`src/rtl/core/mmu_pkg.sv`:
```
// ----------------------------------------------------------------------------
// mmu_pkg
// Types, codes and helpers shared by the matrix multiply unit.
// ----------------------------------------------------------------------------
package mmu_pkg;

    // Largest supported matrix dimension
    localparam int MAX_DIM_DEF = 8;

    // Size register width and reset value
    localparam int          DIM_W     = 4;
    localparam logic [3:0]  DIM_RESET = 4'd8;

    // Configuration register indexes
    localparam logic [1:0] CFG_ROWS_A = 2'd0;
    localparam logic [1:0] CFG_INNER  = 2'd1;
    localparam logic [1:0] CFG_COLS_B = 2'd2;

    // Request codes
    localparam logic [1:0] REQ_LOAD_A = 2'd0;
    localparam logic [1:0] REQ_LOAD_B = 2'd1;
    localparam logic [1:0] REQ_START  = 2'd2;

    // Input beat
    typedef struct packed {
        logic [1:0]         req_type;
        logic [2:0]         row;
        logic [2:0]         col;
        logic signed [15:0] value;
    } req_t;

    // Result beat
    typedef struct packed {
        logic [2:0]         out_row;
        logic [2:0]         out_col;
        logic signed [39:0] dot_value;
        logic               last;
    } rsp_t;

    // Per-step control from the sequencer to the MAC datapath
    typedef struct packed {
        logic       valid;
        logic       first;
        logic       fin;
        logic       last;
        logic [2:0] row;
        logic [2:0] col;
    } tag_t;

    // Map a size register onto 1..limit
    function automatic logic [3:0] clamp_dim(input logic [3:0] v, input logic [3:0] limit);
        logic [3:0] r;
        begin
            r = v;
            if (v == 4'd0)
            begin
                r = 4'd1;
            end
            else if (v > limit)
            begin
                r = limit;
            end
            return r;
        end
    endfunction

endpackage

```
`src/rtl/core/mmu_ram.sv`:
```
// ----------------------------------------------------------------------------
// mmu_ram
// Generic single-write, single-read RAM with registered read data.
// ----------------------------------------------------------------------------
module mmu_ram #(
    parameter int WIDTH = 16,
    parameter int DEPTH = 64,
    localparam int AW   = (DEPTH > 1) ? $clog2(DEPTH) : 1
) (
    input  logic             clk,
    input  logic             we,
    input  logic [AW-1:0]    waddr,
    input  logic [WIDTH-1:0] wdata,
    input  logic [AW-1:0]    raddr,
    output logic [WIDTH-1:0] rdata
);

    logic [WIDTH-1:0] mem_reg [DEPTH];
    logic [WIDTH-1:0] rdata_reg;

    // Write port
    always_ff @(posedge clk)
    begin
        if (we)
        begin
            mem_reg[waddr] <= wdata;
        end
    end

    // Registered read port
    always_ff @(posedge clk)
    begin
        rdata_reg <= mem_reg[raddr];
    end

    assign rdata = rdata_reg;

endmodule

```
`src/rtl/core/mmu_seq.sv`:
```
// ----------------------------------------------------------------------------
// mmu_seq
// Loop sequencer: walks row, column and inner index, one MAC step a cycle.
// ----------------------------------------------------------------------------
module mmu_seq #(
    parameter int MAX_DIM = mmu_pkg::MAX_DIM_DEF,
    localparam int IdxW   = (MAX_DIM > 1) ? $clog2(MAX_DIM) : 1,
    localparam int AddrW  = (MAX_DIM * MAX_DIM > 1) ? $clog2(MAX_DIM * MAX_DIM) : 1
) (
    input  logic               clk,
    input  logic               rst_n,
    input  logic               launch,
    input  logic [IdxW-1:0]    last_row,
    input  logic [IdxW-1:0]    last_inner,
    input  logic [IdxW-1:0]    last_col,
    output logic [AddrW-1:0]   a_addr,
    output logic [AddrW-1:0]   b_addr,
    output mmu_pkg::tag_t      tag
);

    logic            run_reg, run_next;
    logic [IdxW-1:0] i_reg, i_next;
    logic [IdxW-1:0] j_reg, j_next;
    logic [IdxW-1:0] k_reg, k_next;
    logic [IdxW-1:0] nr_reg, nr_next;
    logic [IdxW-1:0] nk_reg, nk_next;
    logic [IdxW-1:0] nc_reg, nc_next;

    // Describe the current step
    always_comb
    begin
        tag.valid = run_reg;
        tag.first = (k_reg == '0);
        tag.fin   = (k_reg == nk_reg);
        tag.last  = (k_reg == nk_reg) && (j_reg == nc_reg) && (i_reg == nr_reg);
        tag.row   = 3'(i_reg);
        tag.col   = 3'(j_reg);
        a_addr    = AddrW'(i_reg) * AddrW'(MAX_DIM) + AddrW'(k_reg);
        b_addr    = AddrW'(k_reg) * AddrW'(MAX_DIM) + AddrW'(j_reg);
    end

    // Advance inner, then column, then row
    always_comb
    begin
        run_next = run_reg;
        i_next   = i_reg;
        j_next   = j_reg;
        k_next   = k_reg;
        nr_next  = nr_reg;
        nk_next  = nk_reg;
        nc_next  = nc_reg;
        if (launch)
        begin
            run_next = 1'b1;
            i_next   = '0;
            j_next   = '0;
            k_next   = '0;
            nr_next  = last_row;
            nk_next  = last_inner;
            nc_next  = last_col;
        end
        else if (run_reg)
        begin
            if (k_reg != nk_reg)
            begin
                k_next = k_reg + 1'b1;
            end
            else
            begin
                k_next = '0;
                if (j_reg != nc_reg)
                begin
                    j_next = j_reg + 1'b1;
                end
                else
                begin
                    j_next = '0;
                    if (i_reg != nr_reg)
                    begin
                        i_next = i_reg + 1'b1;
                    end
                    else
                    begin
                        run_next = 1'b0;
                    end
                end
            end
        end
    end

    // Control registers
    always_ff @(posedge clk or negedge rst_n)
    begin
        if (!rst_n)
        begin
            run_reg <= 1'b0;
            i_reg   <= '0;
            j_reg   <= '0;
            k_reg   <= '0;
        end
        else
        begin
            run_reg <= run_next;
            i_reg   <= i_next;
            j_reg   <= j_next;
            k_reg   <= k_next;
        end
    end

    // Latched sizes
    always_ff @(posedge clk)
    begin
        nr_reg <= nr_next;
        nk_reg <= nk_next;
        nc_reg <= nc_next;
    end

endmodule

```
`src/rtl/core/mmu_mac.sv`:
```
// ----------------------------------------------------------------------------
// mmu_mac
// Shared multiply-accumulate unit: one 16x16 product a cycle into a
// 40-bit accumulator, with the finished dot product registered out.
// ----------------------------------------------------------------------------
module mmu_mac (
    input  logic                clk,
    input  logic                rst_n,
    input  mmu_pkg::tag_t       tag_in,
    input  logic signed [15:0]  a_data,
    input  logic signed [15:0]  b_data,
    output mmu_pkg::rsp_t       result,
    output logic                result_valid,
    output logic                done
);

    mmu_pkg::tag_t      tag1_reg;
    mmu_pkg::tag_t      tag2_reg;
    logic signed [31:0] prod_reg, prod_next;
    logic signed [39:0] acc_reg, acc_next;
    mmu_pkg::rsp_t      result_reg, result_next;
    logic               result_valid_reg, result_valid_next;

    // Multiply the operands read for the previous step
    assign prod_next = a_data * b_data;

    // Restart or extend the running sum
    always_comb
    begin
        if (tag2_reg.first)
        begin
            acc_next = 40'(prod_reg);
        end
        else
        begin
            acc_next = acc_reg + 40'(prod_reg);
        end
    end

    // Emit the sum on the final inner step
    always_comb
    begin
        result_valid_next     = tag2_reg.valid && tag2_reg.fin;
        result_next.out_row   = tag2_reg.row;
        result_next.out_col   = tag2_reg.col;
        result_next.dot_value = acc_next;
        result_next.last      = tag2_reg.last;
    end

    // Step tags and output strobe
    always_ff @(posedge clk or negedge rst_n)
    begin
        if (!rst_n)
        begin
            tag1_reg         <= '0;
            tag2_reg         <= '0;
            result_valid_reg <= 1'b0;
        end
        else
        begin
            tag1_reg         <= tag_in;
            tag2_reg         <= tag1_reg;
            result_valid_reg <= result_valid_next;
        end
    end

    // Datapath registers
    always_ff @(posedge clk)
    begin
        prod_reg <= prod_next;
        if (tag2_reg.valid)
        begin
            acc_reg <= acc_next;
        end
        if (result_valid_next)
        begin
            result_reg <= result_next;
        end
    end

    assign result       = result_reg;
    assign result_valid = result_valid_reg;
    assign done         = tag2_reg.valid && tag2_reg.fin && tag2_reg.last;

endmodule

```
`src/rtl/core/matrix_multiply_unit.sv`:
```
// ----------------------------------------------------------------------------
// matrix_multiply_unit
// Loads matrices A and B element by element and streams out A*B.
// ----------------------------------------------------------------------------
// Usage:
//   An input beat (request) is taken at a rising edge with start high and
//   busy low. A load beat writes one element of A or B in that cycle and
//   produces no result; loads may follow each other every cycle.
//   A start beat raises busy and runs the product: one shared multiplier
//   and accumulator do one inner step per cycle. Each step passes through
//   the registered store read, the product register and the accumulator,
//   and each finished sum is registered out. Results come in row-major
//   order; last marks the final one. busy falls on the edge that shows
//   the last result.
//   Results are shown for one cycle on result with result_valid high; the
//   receiver cannot stall, so no result is held back.
//   Size registers are written through cfg_we/cfg_index/cfg_data while busy
//   is low; a size of 0 acts as 1 and one above MAX_DIM acts as MAX_DIM.
//   Reset clears busy and the pipeline and sets all sizes to 8; element
//   stores are undefined until loaded.
// ----------------------------------------------------------------------------
module matrix_multiply_unit #(
    parameter int MAX_DIM = mmu_pkg::MAX_DIM_DEF
) (
    input  logic                         clk,
    input  logic                         rst_n,
    input  logic                         start,
    output logic                         busy,
    input  mmu_pkg::req_t                request,
    input  logic                         cfg_we,
    input  logic [1:0]                   cfg_index,
    input  logic [mmu_pkg::DIM_W-1:0]    cfg_data,
    output mmu_pkg::rsp_t                result,
    output logic                         result_valid
);

    localparam int IdxW  = (MAX_DIM > 1) ? $clog2(MAX_DIM) : 1;
    localparam int Depth = MAX_DIM * MAX_DIM;
    localparam int AddrW = (Depth > 1) ? $clog2(Depth) : 1;

    logic [3:0]         rows_a_reg, inner_reg, cols_b_reg;
    logic               busy_reg, busy_next;
    logic               accept, launch, in_range, load_a, load_b, done;
    logic [AddrW-1:0]   waddr, a_addr, b_addr;
    logic [15:0]        a_rdata, b_rdata;
    logic [IdxW-1:0]    last_row, last_inner, last_col;
    mmu_pkg::tag_t      tag;

    // Decode the input beat
    always_comb
    begin
        accept   = start && !busy_reg;
        in_range = (4'(request.row) < 4'(MAX_DIM)) && (4'(request.col) < 4'(MAX_DIM));
        launch   = accept && (request.req_type == mmu_pkg::REQ_START);
        load_a   = accept && in_range && (request.req_type == mmu_pkg::REQ_LOAD_A);
        load_b   = accept && in_range && (request.req_type == mmu_pkg::REQ_LOAD_B);
        waddr    = AddrW'(request.row) * AddrW'(MAX_DIM) + AddrW'(request.col);
    end

    // Clamp sizes to last indexes for the sequencer
    always_comb
    begin
        last_row   = IdxW'(mmu_pkg::clamp_dim(rows_a_reg, 4'(MAX_DIM)) - 4'd1);
        last_inner = IdxW'(mmu_pkg::clamp_dim(inner_reg, 4'(MAX_DIM)) - 4'd1);
        last_col   = IdxW'(mmu_pkg::clamp_dim(cols_b_reg, 4'(MAX_DIM)) - 4'd1);
    end

    // Size registers
    always_ff @(posedge clk or negedge rst_n)
    begin
        if (!rst_n)
        begin
            rows_a_reg <= mmu_pkg::DIM_RESET;
            inner_reg  <= mmu_pkg::DIM_RESET;
            cols_b_reg <= mmu_pkg::DIM_RESET;
        end
        else if (cfg_we)
        begin
            case (cfg_index)
                mmu_pkg::CFG_ROWS_A: rows_a_reg <= cfg_data;
                mmu_pkg::CFG_INNER:  inner_reg  <= cfg_data;
                mmu_pkg::CFG_COLS_B: cols_b_reg <= cfg_data;
                default:             ;
            endcase
        end
    end

    // Hold busy from start until the last result
    always_comb
    begin
        busy_next = busy_reg;
        if (launch)
        begin
            busy_next = 1'b1;
        end
        else if (done)
        begin
            busy_next = 1'b0;
        end
    end

    always_ff @(posedge clk or negedge rst_n)
    begin
        if (!rst_n)
        begin
            busy_reg <= 1'b0;
        end
        else
        begin
            busy_reg <= busy_next;
        end
    end

    assign busy = busy_reg;

    // Element stores
    mmu_ram #(
        .WIDTH (16),
        .DEPTH (Depth)
    ) u_store_a (
        .clk   (clk),
        .we    (load_a),
        .waddr (waddr),
        .wdata (request.value),
        .raddr (a_addr),
        .rdata (a_rdata)
    );

    mmu_ram #(
        .WIDTH (16),
        .DEPTH (Depth)
    ) u_store_b (
        .clk   (clk),
        .we    (load_b),
        .waddr (waddr),
        .wdata (request.value),
        .raddr (b_addr),
        .rdata (b_rdata)
    );

    // Loop sequencer
    mmu_seq #(
        .MAX_DIM (MAX_DIM)
    ) u_seq (
        .clk        (clk),
        .rst_n      (rst_n),
        .launch     (launch),
        .last_row   (last_row),
        .last_inner (last_inner),
        .last_col   (last_col),
        .a_addr     (a_addr),
        .b_addr     (b_addr),
        .tag        (tag)
    );

    // Shared multiply-accumulate unit
    mmu_mac u_mac (
        .clk          (clk),
        .rst_n        (rst_n),
        .tag_in       (tag),
        .a_data       ($signed(a_rdata)),
        .b_data       ($signed(b_rdata)),
        .result       (result),
        .result_valid (result_valid),
        .done         (done)
    );

endmodule

```
`config.mk`:
```
export PLATFORM = sky130hd
export DESIGN_NAME = matrix_multiply_unit
export DESIGN_NICKNAME = d
export VERILOG_FILES = /design/src/rtl/core/mmu_pkg.sv /design/src/rtl/core/mmu_ram.sv /design/src/rtl/core/mmu_seq.sv /design/src/rtl/core/mmu_mac.sv /design/src/rtl/core/matrix_multiply_unit.sv
export SDC_FILE = /design/constraint.sdc
export NUM_CORES = 2
export LEC_CHECK = 0
export BUFFER_PORTS_ARGS = -buffer_cell sky130_fd_sc_hd__buf_2
export CORE_ASPECT_RATIO = 0.6
export CORE_MARGIN = 5
export CORE_UTILIZATION = 45
export CTS_CLUSTER_DIAMETER = 80
export DETAILED_ROUTE_END_ITERATION = 7
export PLACE_DENSITY = 0.68
export RECOVER_POWER = 25
export SETUP_SLACK_MARGIN = 0.3
export SLEW_MARGIN = 15
export SYNTH_ARGS = -nofsm -noshare
export SYNTH_HDL_FRONTEND = slang
export SYNTH_SLANG_ARGS = --single-unit
```
`constraint.sdc`:
```
create_clock -name clk -period 7.66 [get_ports clk]
set_input_delay 1.532 -clock clk [delete_from_list [all_inputs] [get_ports clk]]
set_output_delay 1.532 -clock clk [all_outputs]
set_load 0.005 [all_outputs]
```
* Word-level counts from Yosys, hierarchy flattened
Memories as Yosys holds them, arrays and structs flattened. A register that Yosys moved wholly into a read port is not among the register bits.
Cells that the tools add are included.
** Storage, ports and cells
- Memories kept :: 2
- Input port bits :: 34
- RAM bits :: 2048
- Register bits :: 172
- Logic and storage cells :: 111
** Operators by class
- Reduce and logical (&&, ||, !) cells :: 23
- $lt $le $gt $ge :: 3
- Equality and inequality tests :: 12
- Add/subtract/negate cells :: 10
- Multipliers :: 1
- Mux-type cells :: 30
** Memories
- u_store_a.mem_reg :: depth 64, width 16, read ports 1, clocked after Yosys merged registers in 1, wr ports 1, line mmu_ram.sv:18 : logic [WIDTH-1:0] mem_reg [DEPTH];
- u_store_b.mem_reg :: depth 64, width 16, read ports 1, clocked after Yosys merged registers in 1, wr ports 1, line mmu_ram.sv:18
** Operators with widths (number)
- $mux W3 :: 18
- $add A40 B32 Y40 :: 1
- $mux W40 :: 1
- $mul A16 B16 Y32 :: 1
- $add A6 B3 Y6 :: 3
- $gt A4 B4 Y1 const B :: 3
- $logic_not A4 Y1 :: 3
- $mux W1 :: 11
- $add A3 B1 Y3 const B :: 3
- $eq A3 B3 Y1 :: 3
- $ne A3 B3 Y1 :: 3
- $sub A3 B1 Y3 const B :: 3
- $logic_and A1 B1 Y1 :: 8
- $reduce_and A2 Y1 :: 4
- $reduce_bool A2 Y1 :: 3
- $eq A2 B1 Y1 const B :: 2
- $eq A2 B2 Y1 const B :: 2
- $logic_not A2 Y1 :: 2
- $ne A2 B2 Y1 const B :: 2
- $reduce_and A4 Y1 :: 1
- $logic_not A3 Y1 :: 1
- $logic_not A1 Y1 :: 1

* Longest topological paths before layout
- Word-level depth :: 6
- Gate-level depth with buffers :: 24

* Cells and area by module
Synthesis repeated with hierarchy kept, for this count alone.
** Second synthesis, totals
- Cell total of the unflattened synthesis :: 5392
- Area, all modules :: 97969.0 µm²
** Modules (own cells, without submodules)
- mmu_ram :: sequential area each 31069.8 µm², times used 2, cells each 1829, area an instance 40042.2 µm²
- mmu_mac :: sequential area each 3778.6 µm², times used 1, cells each 1592, area an instance 16143.0 µm²
- mmu_seq :: sequential area each 520.5 µm², times used 1, cells each 88, area an instance 1054.8 µm²
- matrix_multiply_unit :: sequential area each 329.1 µm², times used 1, cells each 54, area an instance 686.9 µm²

* Least setup slack after synthesis
No wires, ideal clock.
- Path type :: reg2reg
- Start :: reg u_store_a.rdata_reg[11] (netlist: u_store_a.rdata[11]), read port of u_store_a.mem_reg
- End :: reg u_mac.prod_reg[30]
- Buffers on the path :: 2
- Arrival :: 6.254 ns
- Setup slack :: 1.279 ns
- Period minus slack after synthesis :: 6.381 ns
- Cell stages (with the launch flop) :: 23
- Cells stage by stage :: dfxtp_1 > clkbuf_1 > nand2_1 > fa_1 > fa_1 > fa_1 > inv_1 > fa_1 > fa_1 > inv_1 > fa_1 > inv_1 > ha_1 > clkbuf_1 > o21ai_0 > o21ai_0 > or4_1 > a31oi_1 > a21oi_1 > and4_1 > a2111oi_2 > a22oi_1 > xor2_1
** Between the ends
- Longest elaborated chain between the ends :: 1
** Ends and longest elaborated chain
- start, declared :: line mmu_ram.sv:19 : logic [WIDTH-1:0] rdata_reg;
- $mul A16 B16 Y32 :: line mmu_mac.sv:25 : assign prod_next = a_data * b_data;
- named net u_mac.prod_next[30] :: line mmu_mac.sv:19 : logic signed [31:0] prod_reg, prod_next;
- end signal, assigned :: line mmu_mac.sv:70 : prod_reg <= prod_next;
- end, declared :: line mmu_mac.sv:19
The timed path passes the listed nets, and every way through them passes these cells.
A chain may end at the register's enable or synchronous reset.

* Worst setup path in the final report
- Start :: reg u_store_b.rdata_reg[1] (netlist: u_store_b.rdata[1]), read port of u_store_b.mem_reg
- End :: reg u_mac.prod_reg[30]
** Between the ends
- Longest elaborated chain between the ends :: 1
** Ends and longest elaborated chain (line)
- start, declared :: mmu_ram.sv:19
- $mul A16 B16 Y32 :: mmu_mac.sv:25
- named net u_mac.prod_next[30] :: mmu_mac.sv:19
The timed path passes the listed nets, and every way through them passes these cells.

==> impl_metrics.yaml <==
cts:
  clockBufferDepth: 4
  cts.sink_count: 2252
  cts_setup_buffers: 0
  root_buffer: "clkbuf_16"
  cts-hold-fix-buffers: 0
  cts_htree_levels: 4
  clock_latency_ns: 0.90
  clkSlewWorstSetupHoldPaths_ns: 0.06
  tritoncts: "built"
  cts_buffers: 206
  cts_resized: 0
route:
  post_drt_wl_per_cell_um: 28.8
  drc_errors: 0
  drt_iter0_markers: 6174
  wl_um: 233000
  vias: 47925
  ant_nets: 0
  dr.pass1.iters: 5
  viasPerCell: 5.92
global_route:
  grt_pass1_vias: 47685
  grt_usage: 0.209
  grt-ovfl-total: 0
  grt_pass1_wl_um: 341000
  antenna_found_initial: 22
  grt_max_degree: 120
run_status:
  status: "finished with violations"
  violations: "max-capacitance violations, max-slew violations"
sta:
  finalSetupViolCount: 0
  slew_headroom: -2.58
  tightest_slew_ns: 5.37
  hold_viol_final: 0
  rsz0062_at_grt: "no"
  fin_crit_sh: 0.912
  fmax_mhz: 143
  finalClockSkew_ns: 0.109
  finalMaxSlewViolations: 1418
  layout_min_cycle_time_ns: 6.99
  tns_ns: 0
setup_path:
  rr_worst_depth: 18
  crit_slowest_cell: "dfxtp_1"
  start_kind: "flip-flop"
  cpMostUsedCell: "fa_1"
  arrival_ns: 7.68
  reg2reg_slack_ns: 0.67
  cp.buffers_inverters: 1
  slowest_delay_ns: 0.69
  crit_required_ns: 8.36
  path_depth: 18
  cp_top_family: "adder cells"
  rr_startpoint: "u_store_b.rdata[1]$_DFF_P_"
  critPathLaunch: "u_store_b.rdata[1]$_DFF_P_"
  r2r-end: "u_mac.prod_reg[30]$_DFF_P_"
  crit_type: "flip-flop to flip-flop"
  critPathMaxFanout: 16
  crit_path_cell_trace: "nand2_1, fa_1, fa_1, fa_1, fa_1, inv_1, fa_1, fa_1, ha_1, a211oi_1, o21ai_0, or4_1, a31oi_1, a21oi_1, and4_1, a2111oi_2, a22oi_1, xor2_1"
  cp-end-kind: "flip-flop"
placed_design:
  place.gp.congestion: 0.857
  dp_hpwl_um: 146000
  io_buffers: 82
floorplan:
  die-area_sq_mm: 0.223
  ios: 83
  fp.dieH_um: 368
  start_util: 0.452
  coreArea_sq_mm: 0.213
  fp-row-count: 131
  die_x_um: 607
yosys:
  ys_seq_area_frac: 0.694
  synthArstFlopShare: 0.0195
  ys_warn_count: 0
  netlist_area_sq_mm: 0.0962
  syn_avg_cell_area_sq_um: 20.0
  ys_ff_latch: 2252
  syn_nets: 5235
  synth_cell_types: 65
  ys.flop_type: "edfxtp_1"
  synthCells: 4810
  synth_edf_count: 2144
hold_path:
  hold_end: "u_mac.result_next[45]$_DFF_PN0_"
  whs_path_depth: 0
  hp-class: "flip-flop to flip-flop"
  hold_start: "u_mac.tag1_reg[4]$_DFF_PN0_"
job:
  max_cap_viol_count: 26
final_layout:
  final_common_cell: "edfxtp_1"
  nNetsFinal: 5503
  area_growth_pct: 11.6
  final_layout_size_suffix_gt1_frac: 0.237
  mostFrequentLayoutCells: "edfxtp_1, mux4_2, inv_1"
-- routing by layer --
metal,vias up,global-route usage,wire (um)
met1,25595,0.335,102000
met2,2570,0.288,99100
met4,4,0.0362,3930
met3,270,0.0609,28200
met5,-,0,27
li1,19486,-,-
-- how the worst max path moves through the flow --
stage                            endpoint  slack [ns]
3_5_place_dp   u_mac.prod_reg[30]$_DFF_P_        0.68
3_3_place_gp   u_mac.prod_reg[30]$_DFF_P_        0.74
2_1_floorplan  u_mac.prod_reg[30]$_DFF_P_        1.28
4_1_cts        u_mac.prod_reg[30]$_DFF_P_        0.69
5_1_grt        u_mac.prod_reg[30]$_DFF_P_        0.34
6_report       u_mac.prod_reg[30]$_DFF_P_        0.67
-- logic make-up (layout without fill, tap and decap cells) --
| family | count (synthesis) | count (layout) | synth area share |
|---|---|---|---|
| flops | 2252 | 2252 | 0.694 |
| mux | 692 | 692 | 0.160 |
| simple gates | 621 | 621 | 0.0302 |
| buf+inv | 530 | 957 | 0.0207 |
| fa+ha+maj | 391 | 391 | 0.0714 |
| compound gates | 241 | 241 | 0.0161 |
| xor+xnor | 83 | 83 | 0.00756 |
| other cells | 0 | 5 | 0 |
-- stage by stage --
stage                     cells  utilization  setup WS [ns]  instance area, sq um  hold WS, ns
after global placement     7729        0.475          0.738                101000        0.336
after floorplan            4810            -           1.28                 96200        0.331
after global routing       8096        0.505          0.343                107000        0.352
after detailed placement   7729        0.475          0.679                101000        0.336
after CTS                  8096        0.505          0.686                107000        0.350
final                      8101        0.505          0.674                107000        0.342
-- worst register-to-register path: cells and delay by family (launching register included) --
kind | cells | cell delay, ns
DFF | 1 | 0.69
and+or+nand+nor | 3 | 0.89
adders and majority gates | 7 | 3.41
buffers and inverters | 1 | 0.05
AOI/OAI and AO/OA | 6 | 1.68
xor gates and xnor gates | 1 | 0.17
-- synth_stat cells, drive strengths merged (3+ instances only) --
cell     instances  share of area
a2111oi          3        0.00034
or2              3        0.00020
xor2            29         0.0026
and3             7        0.00046
a31oi            4        0.00026
clkbuf         151         0.0059
nand2b          16         0.0010
xnor2           54         0.0049
nand3           21         0.0011
nand3b           6        0.00047
o211ai           6        0.00047
a21oi           68         0.0035
dfstp            3        0.00082
o21bai           9        0.00070
mux2            18         0.0021
edfxtp        2144           0.67
a211oi           7        0.00060
o31ai            9        0.00070
ha             128          0.017
mux4           672           0.16
nand4            6        0.00039
inv            314          0.012
a21o            33         0.0026
nor3b            7        0.00055
nor3            19        0.00099
buf             65         0.0026
or3              7        0.00046
dfxtp           64          0.013
nor2b           10        0.00065
a41oi            3        0.00027
o21ai           64         0.0033
dfrtp           41          0.011
nand2          196         0.0077
nor2           188         0.0073
o21a            12        0.00094
fa             263          0.055
and2           128         0.0083
-- layout make-up --
type / count / area [sq um]
Antenna cell: 5 / 12.5
Clock buffer: 261 / 5440
Clock inverter: 106 / 935
Fill cell: 16828 / 105000
Inverter: 314 / 1180
Sequential cell: 2252 / 66800
Timing Repair Buffer: 276 / 1910
Multi-Input combinational cell: 2028 / 27500
Tap cell: 2859 / 3580
Power is left out: the tool's default activity adds up to more than one toggle a clock period on the data nets, which glitch-free logic cannot reach.
